[src/hdl/rne_pkg.sv]
// ----------------------------------------------------------------------------
// rne_pkg: shared types and constants of the roman numeral encoder
// holds the greedy value table, its letters and the queue request type
// ----------------------------------------------------------------------------
package rne_pkg;

    localparam int unsigned ValueWidth = 12;
    localparam int unsigned CharWidth  = 7;
    localparam int unsigned PosWidth   = 4;
    localparam int unsigned TableLen   = 13;

    // ascii codes of the numeral letters
    localparam logic [CharWidth-1:0] CharM = 7'h4D;
    localparam logic [CharWidth-1:0] CharD = 7'h44;
    localparam logic [CharWidth-1:0] CharC = 7'h43;
    localparam logic [CharWidth-1:0] CharL = 7'h4C;
    localparam logic [CharWidth-1:0] CharX = 7'h58;
    localparam logic [CharWidth-1:0] CharV = 7'h56;
    localparam logic [CharWidth-1:0] CharI = 7'h49;
    localparam logic [CharWidth-1:0] CharNone = 7'h00;

    // request from the front part into the queue
    typedef struct packed {
        logic                  valid;
        logic [ValueWidth-1:0] value;
    } t_q_req;

    // value of each table entry, largest first
    function automatic logic [ValueWidth-1:0] step_value(input logic [PosWidth-1:0] p);
        logic [ValueWidth-1:0] v;
        case (p)
            4'd0:    v = 12'd1000;
            4'd1:    v = 12'd900;
            4'd2:    v = 12'd500;
            4'd3:    v = 12'd400;
            4'd4:    v = 12'd100;
            4'd5:    v = 12'd90;
            4'd6:    v = 12'd50;
            4'd7:    v = 12'd40;
            4'd8:    v = 12'd10;
            4'd9:    v = 12'd9;
            4'd10:   v = 12'd5;
            4'd11:   v = 12'd4;
            default: v = 12'd1;
        endcase
        return v;
    endfunction

    // leading letter of each table entry
    function automatic logic [CharWidth-1:0] first_char(input logic [PosWidth-1:0] p);
        logic [CharWidth-1:0] c;
        case (p)
            4'd0:    c = CharM;
            4'd1:    c = CharC;
            4'd2:    c = CharD;
            4'd3:    c = CharC;
            4'd4:    c = CharC;
            4'd5:    c = CharX;
            4'd6:    c = CharL;
            4'd7:    c = CharX;
            4'd8:    c = CharX;
            4'd9:    c = CharI;
            4'd10:   c = CharV;
            default: c = CharI;
        endcase
        return c;
    endfunction

    // trailing letter of a subtractive pair, none for single letters
    function automatic logic [CharWidth-1:0] second_char(input logic [PosWidth-1:0] p);
        logic [CharWidth-1:0] c;
        case (p)
            4'd1:    c = CharM;
            4'd3:    c = CharD;
            4'd5:    c = CharC;
            4'd7:    c = CharL;
            4'd9:    c = CharX;
            4'd11:   c = CharV;
            default: c = CharNone;
        endcase
        return c;
    endfunction

endpackage

[src/hdl/rne_front.sv]
// ----------------------------------------------------------------------------
// rne_front: input stage of the roman numeral encoder
// registers incoming values, drops zeros and pushes the rest to the queue
// ----------------------------------------------------------------------------
module rne_front (
    input  logic                           i_clk,
    input  logic                           i_rst_n,
    input  logic                           i_valid,
    output logic                           o_ready,
    input  logic [rne_pkg::ValueWidth-1:0] i_value,
    output rne_pkg::t_q_req                o_push,
    input  logic                           i_push_ready
);

    logic                           r_valid;
    logic [rne_pkg::ValueWidth-1:0] r_value;
    logic                           n_valid;

    // stage frees up when empty or when its request moves into the queue
    assign o_ready = !r_valid || i_push_ready;

    // zero values produce no characters and are dropped here
    always_comb begin
        n_valid = r_valid && !i_push_ready;
        if (i_valid && o_ready) begin
            n_valid = (i_value != '0);
        end
    end

    always_ff @(posedge i_clk) begin
        if (!i_rst_n) begin
            r_valid <= 1'b0;
        end else begin
            r_valid <= n_valid;
        end
    end

    // payload register
    always_ff @(posedge i_clk) begin
        if (i_valid && o_ready) begin
            r_value <= i_value;
        end
    end

    assign o_push.valid = r_valid;
    assign o_push.value = r_value;

endmodule

[src/hdl/rne_queue.sv]
// ----------------------------------------------------------------------------
// rne_queue: two-entry queue between the front and back parts
// lets the input side keep accepting while a numeral is still being sent
// ----------------------------------------------------------------------------
module rne_queue (
    input  logic                           i_clk,
    input  logic                           i_rst_n,
    input  rne_pkg::t_q_req                i_push,
    output logic                           o_push_ready,
    output rne_pkg::t_q_req                o_head,
    input  logic                           i_pop
);

    logic [rne_pkg::ValueWidth-1:0] r_mem [2];
    logic                           r_wr_ptr;
    logic                           r_rd_ptr;
    logic [1:0]                     r_count;
    logic                           w_push;
    logic                           w_pop;

    assign o_push_ready = (r_count != 2'd2);
    assign w_push       = i_push.valid && o_push_ready;
    assign w_pop        = i_pop && (r_count != 2'd0);

    assign o_head.valid = (r_count != 2'd0);
    assign o_head.value = r_mem[r_rd_ptr];

    // pointers and fill count
    always_ff @(posedge i_clk) begin
        if (!i_rst_n) begin
            r_wr_ptr <= 1'b0;
            r_rd_ptr <= 1'b0;
            r_count  <= 2'd0;
        end else begin
            if (w_push) begin
                r_wr_ptr <= !r_wr_ptr;
            end
            if (w_pop) begin
                r_rd_ptr <= !r_rd_ptr;
            end
            if (w_push && !w_pop) begin
                r_count <= r_count + 2'd1;
            end else if (w_pop && !w_push) begin
                r_count <= r_count - 2'd1;
            end
        end
    end

    // entry storage
    always_ff @(posedge i_clk) begin
        if (w_push) begin
            r_mem[r_wr_ptr] <= i_push.value;
        end
    end

endmodule

[src/hdl/rne_back.sv]
// ----------------------------------------------------------------------------
// rne_back: greedy numeral engine of the roman numeral encoder
// emits one character per cycle, while the output is not stalled, into an output register with last flag
// ----------------------------------------------------------------------------
module rne_back (
    input  logic                          i_clk,
    input  logic                          i_rst_n,
    input  rne_pkg::t_q_req               i_head,
    output logic                          o_pop,
    output logic                          o_valid,
    input  logic                          i_ready,
    output logic [rne_pkg::CharWidth-1:0] o_char,
    output logic                          o_last
);

    logic [rne_pkg::ValueWidth-1:0] r_rem;
    logic [rne_pkg::PosWidth-1:0]   r_pos;
    logic                           r_pending;
    logic                           r_busy;
    logic [rne_pkg::CharWidth-1:0]  r_second;
    logic                           r_ovalid;
    logic [rne_pkg::CharWidth-1:0]  r_char;
    logic                           r_last;

    logic [rne_pkg::PosWidth-1:0]   w_sel;
    logic                           w_slot_free;
    logic                           w_emit;
    logic [rne_pkg::ValueWidth-1:0] w_rem_sub;
    logic [rne_pkg::CharWidth-1:0]  w_sec_sel;
    logic                           w_is_pair;

    assign w_slot_free = !r_ovalid || i_ready;
    assign w_emit      = r_busy && w_slot_free;
    assign o_pop       = !r_busy && i_head.valid;

    // first table entry at or after the current position that fits
    always_comb begin
        w_sel = 4'(rne_pkg::TableLen - 1);
        for (int i = rne_pkg::TableLen - 1; i >= 0; i--) begin
            if ((4'(i) >= r_pos) && (r_rem >= rne_pkg::step_value(4'(i)))) begin
                w_sel = 4'(i);
            end
        end
    end

    assign w_rem_sub = r_rem - rne_pkg::step_value(w_sel);
    assign w_sec_sel = rne_pkg::second_char(w_sel);
    assign w_is_pair = (w_sec_sel != rne_pkg::CharNone);

    // engine control state
    always_ff @(posedge i_clk) begin
        if (!i_rst_n) begin
            r_rem     <= '0;
            r_pos     <= '0;
            r_pending <= 1'b0;
            r_busy    <= 1'b0;
        end else if (o_pop) begin
            r_rem     <= i_head.value;
            r_pos     <= '0;
            r_pending <= 1'b0;
            r_busy    <= 1'b1;
        end else if (w_emit) begin
            if (r_pending) begin
                r_pending <= 1'b0;
                r_busy    <= (r_rem != '0);
            end else begin
                r_rem     <= w_rem_sub;
                r_pos     <= w_sel;
                r_pending <= w_is_pair;
                r_busy    <= w_is_pair || (w_rem_sub != '0);
            end
        end
    end

    // second letter of a pair waits here until the engine emits again
    always_ff @(posedge i_clk) begin
        if (w_emit && !r_pending) begin
            r_second <= w_sec_sel;
        end
    end

    // output register
    always_ff @(posedge i_clk) begin
        if (!i_rst_n) begin
            r_ovalid <= 1'b0;
        end else if (w_emit) begin
            r_ovalid <= 1'b1;
        end else if (i_ready) begin
            r_ovalid <= 1'b0;
        end
    end

    always_ff @(posedge i_clk) begin
        if (w_emit) begin
            if (r_pending) begin
                r_char <= r_second;
                r_last <= (r_rem == '0);
            end else begin
                r_char <= rne_pkg::first_char(w_sel);
                r_last <= !w_is_pair && (w_rem_sub == '0);
            end
        end
    end

    assign o_valid = r_ovalid;
    assign o_char  = r_char;
    assign o_last  = r_last;

    // a pending pair letter only exists inside a busy numeral
    a_pending_busy: assert property (@(posedge i_clk) disable iff (!i_rst_n)
        r_pending |-> r_busy)
        else $error("pair letter pending while engine idle");

    // a busy engine with no pair letter due still has value left
    a_busy_rem: assert property (@(posedge i_clk) disable iff (!i_rst_n)
        (r_busy && !r_pending) |-> (r_rem != '0))
        else $error("engine busy with nothing left to encode");

    // an emitted first letter always comes from an entry that fits
    a_fit: assert property (@(posedge i_clk) disable iff (!i_rst_n)
        (w_emit && !r_pending) |-> (r_rem >= rne_pkg::step_value(w_sel)))
        else $error("selected table entry exceeds remaining value");

    // no new value is taken while a numeral is in progress
    a_no_pop_busy: assert property (@(posedge i_clk) disable iff (!i_rst_n)
        r_busy |-> !o_pop)
        else $error("queue popped while engine busy");

endmodule

[src/hdl/roman_numeral_encoder.sv]
// ----------------------------------------------------------------------------
// roman_numeral_encoder: 12-bit unsigned value to roman numeral ascii stream
// front stage, two-entry queue and greedy engine with an output register
// ----------------------------------------------------------------------------
// Each accepted value leaves as its roman numeral, one ascii character per
// output request, tlast on the final character; a value of zero produces no
// output, and values 4000 and up start with MMMM. The engine emits one
// character per cycle while the output is not stalled, and takes each value
// from the queue in a step of its own before its first character; the longest
// numeral is the 15 characters of 3888. The input side keeps accepting into a
// register stage and a two-entry queue while the engine works.
module roman_numeral_encoder (
    input  logic        i_clk,
    input  logic        i_rst_n,
    input  logic        i_s_axis_tvalid,
    output logic        o_s_axis_tready,
    input  logic [15:0] i_s_axis_tdata,   // [11:0] value, [15:12] zero
    output logic        o_m_axis_tvalid,
    input  logic        i_m_axis_tready,
    output logic [7:0]  o_m_axis_tdata,   // [6:0] symbol_char, [7] zero
    output logic        o_m_axis_tlast
);

    rne_pkg::t_q_req                w_push;
    rne_pkg::t_q_req                w_head;
    logic                           w_push_ready;
    logic                           w_pop;
    logic [rne_pkg::CharWidth-1:0]  w_char;

    // accept and classify
    rne_front u_front (
        .i_clk        (i_clk),
        .i_rst_n      (i_rst_n),
        .i_valid      (i_s_axis_tvalid),
        .o_ready      (o_s_axis_tready),
        .i_value      (i_s_axis_tdata[rne_pkg::ValueWidth-1:0]),
        .o_push       (w_push),
        .i_push_ready (w_push_ready)
    );

    // decoupling queue
    rne_queue u_queue (
        .i_clk        (i_clk),
        .i_rst_n      (i_rst_n),
        .i_push       (w_push),
        .o_push_ready (w_push_ready),
        .o_head       (w_head),
        .i_pop        (w_pop)
    );

    // numeral engine
    rne_back u_back (
        .i_clk   (i_clk),
        .i_rst_n (i_rst_n),
        .i_head  (w_head),
        .o_pop   (w_pop),
        .o_valid (o_m_axis_tvalid),
        .i_ready (i_m_axis_tready),
        .o_char  (w_char),
        .o_last  (o_m_axis_tlast)
    );

    assign o_m_axis_tdata = {1'b0, w_char};

endmodule

[config.mk]
export PLATFORM = sky130hd
export DESIGN_NAME = roman_numeral_encoder
export DESIGN_NICKNAME = d
export VERILOG_FILES = /design/src/hdl/rne_pkg.sv /design/src/hdl/rne_front.sv /design/src/hdl/rne_queue.sv /design/src/hdl/rne_back.sv /design/src/hdl/roman_numeral_encoder.sv
export SDC_FILE = /design/constraint.sdc
export NUM_CORES = 1
export LEC_CHECK = 0
export BUFFER_PORTS_ARGS = -buffer_cell sky130_fd_sc_hd__buf_4
export CELL_PAD_IN_SITES_DETAIL_PLACEMENT = 1
export CELL_PAD_IN_SITES_GLOBAL_PLACEMENT = 1
export CORE_MARGIN = 5
export CORE_UTILIZATION = 25
export CTS_BUF_LIST = sky130_fd_sc_hd__clkbuf_2
export CTS_CLUSTER_SIZE = 20
export DETAILED_ROUTE_END_ITERATION = 10
export PLACE_DENSITY_LB_ADDON = 0.1
export SETUP_SLACK_MARGIN = 0.4
export SLEW_MARGIN = 20
export SYNTH_ARGS = -nofsm -noshare
export SYNTH_HDL_FRONTEND = slang
export SYNTH_HIERARCHICAL = 1
export SYNTH_SLANG_ARGS = --single-unit
export TNS_END_PERCENT = 50
[constraint.sdc]
create_clock -name i_clk -period 9.4 [get_ports i_clk]
set_input_delay 1.41 -clock i_clk [delete_from_list [all_inputs] [get_ports i_clk]]
set_output_delay 1.41 -clock i_clk [all_outputs]
set_load 0.1 [all_outputs]
==> impl_metrics.py <==
metrics = {
    "clock_network": {
        "root_buffer": "clkbuf_2",
        "clk_pin_slew_ps": 220,
        "cts_buffers": 9,
        "cts.sinks": 74,
        "clock_latency_ps": 540,
        "ctsResizeCount": 0,
        "htree_levels": 3,
        "hold_buffers": 0,
        "clk_path_buf_depth": 2,
        "post_cts_buffers": 0,
        "cts_tree": "done",
    },
    "yosys": {
        "yosysTopAreaCell": "edfxtp_1",
        "syn_area_per_cell_sq_um": 10.27,
        "synthTopCellsByCount": "49 x edfxtp_1, 29 x nand2_1, 26 x o21ai_0",
        "async_reset_ff_frac": 0,
        "synth_nets": 446,
        "yosysSeqAreaShare": 0.4695,
        "synthTopCellsByArea": "edfxtp_1 35%, dfxtp_1 12%, ha_1 4.8%",
        "synth-main-ff-cell": "edfxtp_1",
        "ys_types": 67,
        "synth_edf_count": 49,
        "post-synth-top-count-cell": "edfxtp_1",
        "syn-cell-area_sq_um": 4200,
        "ys_seq_elements": 74,
        "yosys_warnings": 6,
        "synth_top_cell_area_share": 0.3503,
        "synth_cells": 409,
    },
    "detailed_routing": {
        "dr.pass1.iters": 4,
        "final_antenna_net_count": 0,
        "drt_wl_total_um": 11280,
        "num_vias": 3122,
        "vias_per_cell": 4.833,
        "drc": 0,
        "drt-wirelength-per-cell_um": 17.46,
        "drt_iter0_drc": 94,
    },
    "timing": {
        "min_period_ps": 5635,
        "finalHoldViolCount": 0,
        "fmax_mhz": 177.5,
        "fin_crit_sh": 0.5994,
        "tightest_slew_ps": 903.6,
        "setup_viol": 0,
        "rsz0062_at_grt": "false",
        "slew_headroom": 0.3954,
        "tns_ps": 0,
        "finalClockSkew_ps": 27.89,
        "slew_viol_final": 0,
    },
    "finish": {
        "register_area_sq_um": 1972,
        "drive_above_1_share": 0.1694,
        "multi_input_area_sq_um": 2009,
        "layout-area-overhead-vs-synth_pct": 10.04,
        "nets": 457,
        "fill_cells": 1874,
    },
    "die": {
        "fp.dieH_um": 139.6,
        "core-area_sq_um": 16520,
        "initial_core_util": 0.2542,
        "dieArea_sq_um": 19490,
        "row_count": 47,
        "die_w_um": 139.6,
        "io_pins": 31,
    },
    "worst_setup_path": {
        "critPathBufInv": 1,
        "crit_type": "flop to flop",
        "r2r_cells": 18,
        "r2r-end": "u_back/r_busy",
        "crit_path_start_kind": "flop",
        "worstPathRequired_ps": 9810,
        "cpMaxStageDelayCell": "nor2_1",
        "r2r_start": "u_back/r_rem[10]",
        "cpMostUsedCell": "nor2_1",
        "critPathMaxFanout": 12,
        "crit_chain": "or3_1 > a31oi_1 > nor2_1 > nor4_1 > a211oi_4 > inv_1 > ha_1 > nor2_1 > nor2_1 > ha_1 > fa_1 > nor2b_1 > o22ai_1 > xnor2_1 > nor4_1 > nand4_1 > o41ai_2 > a21oi_1",
        "path_delay_family": "simple AND/OR/NAND/NOR gates",
        "r2r_setup_slack_ps": 3770,
        "cp_data_arrival_time_ps": 6050,
        "slowest_delay_ps": 710,
        "endpoint_kind": "flop",
    },
    "hold_path": {
        "min_to": "u_queue/r_mem[1][10]",
        "hp-class": "flop to flop",
        "min_from": "u_front/r_value[10]",
        "min_path_cells": 0,
    },
    "placed_design": {
        "globalplace.congestion": 0.7460,
        "portBuffers": 24,
        "dp_hpwl_um": 8569,
    },
    "grt": {
        "grtUsageTotal": 0.1186,
        "first_global_vias": 3249,
        "overflow": 0,
        "grt_pass1_wl_um": 18130,
        "antenna_found_initial": 1,
        "grt_max_degree": 22,
    },
    "run": {
        "drv_cap": 0,
    },
    "outcome": {
        "status": "complete, no violations",
    },
}
-- cell usage in the layout, fill, tap and decap left out, types with 7 or more instances in the layout --
cell type,instances
a22oi_1,10
inv_1,18
ha_1,16
a21boi_0,7
nor3_1,17
edfxtp_1,49
and2_1,9
or2_2,8
clkbuf_2,9
a21oi_1,19
buf_4,24
mux2_2,12
nand2_1,29
dfxtp_1,25
nand2b_1,8
o21ai_0,26
nor2_1,23
-- cell families after synthesis --
| group | Yosys count | synth area share |
|---|---|---|
| other | 2 | 0.001788 |
| AND/OR/NAND/NOR | 132 | 0.1650 |
| flip-flops | 74 | 0.4695 |
| multiplexers | 15 | 0.03932 |
| XOR/XNOR | 8 | 0.01668 |
| buffers and inverters | 42 | 0.05213 |
| adder cells (fa/ha/maj) | 17 | 0.05243 |
| AO/OA/AOI/OAI | 119 | 0.2032 |
-- how the worst max path moves through the flow --
stage	end	slack, ps	from	cells past startpoint
2_1_floorplan	u_back/r_busy	4970	u_back/r_rem[11]	19
3_3_place_gp	u_back/r_busy	3730	u_back/r_rem[6]	16
3_5_place_dp	u_back/o_last	3710	u_back/r_rem[10]	17
4_1_cts	u_back/r_busy	3610	u_back/r_rem[10]	18
5_1_grt	u_back/r_busy	3280	u_back/r_rem[10]	17
6_report	u_back/r_busy	3770	u_back/r_rem[10]	18
-- final cells by class --
type / count / share of cell area
clock buffers: 9 / 0.009746
clock inverters: 7 / 0.01516
well taps: 220 / 0.05956
flip-flops and latches: 74 / 0.4266
multi-input cells: 293 / 0.4348
inverters: 18 / 0.01462
repair buffers: 24 / 0.03898
diodes: 1 / 0.0005414
-- through the flow --
| step | util | setup WS, ps | std cells | hold WS, ps | area, sq um |
|---|---|---|---|---|---|
| 5_1_grt | 0.2797 | 3283 | 646 | 487.7 | 4622 |
| 2_1_floorplan | - | 4972 | 409 | 421.5 | 4200 |
| 3_5_place_dp | 0.2726 | 3705 | 629 | 435.3 | 4504 |
| 4_1_cts | 0.2795 | 3612 | 645 | 461.6 | 4619 |
| 6_report | 0.2797 | 3765 | 646 | 457.7 | 4622 |
| 3_3_place_gp | 0.2726 | 3725 | 629 | 426.6 | 4504 |
-- routing by layer --
layer / GRT usage / wire length (um) / vias up
met4: 0.04437 / 148 / 0
li1: - / - / 1548
met5: 0 / 0 / -
met3: 0.02161 / 295 / 9
met2: 0.1980 / 5472 / 40
met1: 0.1535 / 5360 / 1525
-- sequential cells by signal (all words and copies together) (netlist names), named ones only --
signal	count
u_back/r_second	6
u_back/r_rem	12
u_queue/r_mem	24
u_queue/r_count	2
u_back/o_char	6
u_back/r_busy	1
u_back/r_pending	1
u_queue/r_rd_ptr	1
u_back/r_pos	4
u_front/r_value	12
u_queue/r_wr_ptr	1
u_front/r_valid	1
u_back/o_valid	1
u_back/o_last	1
Power is not shown: default switching activity piles up to over one toggle a cycle in this logic, so the estimate is an artifact.
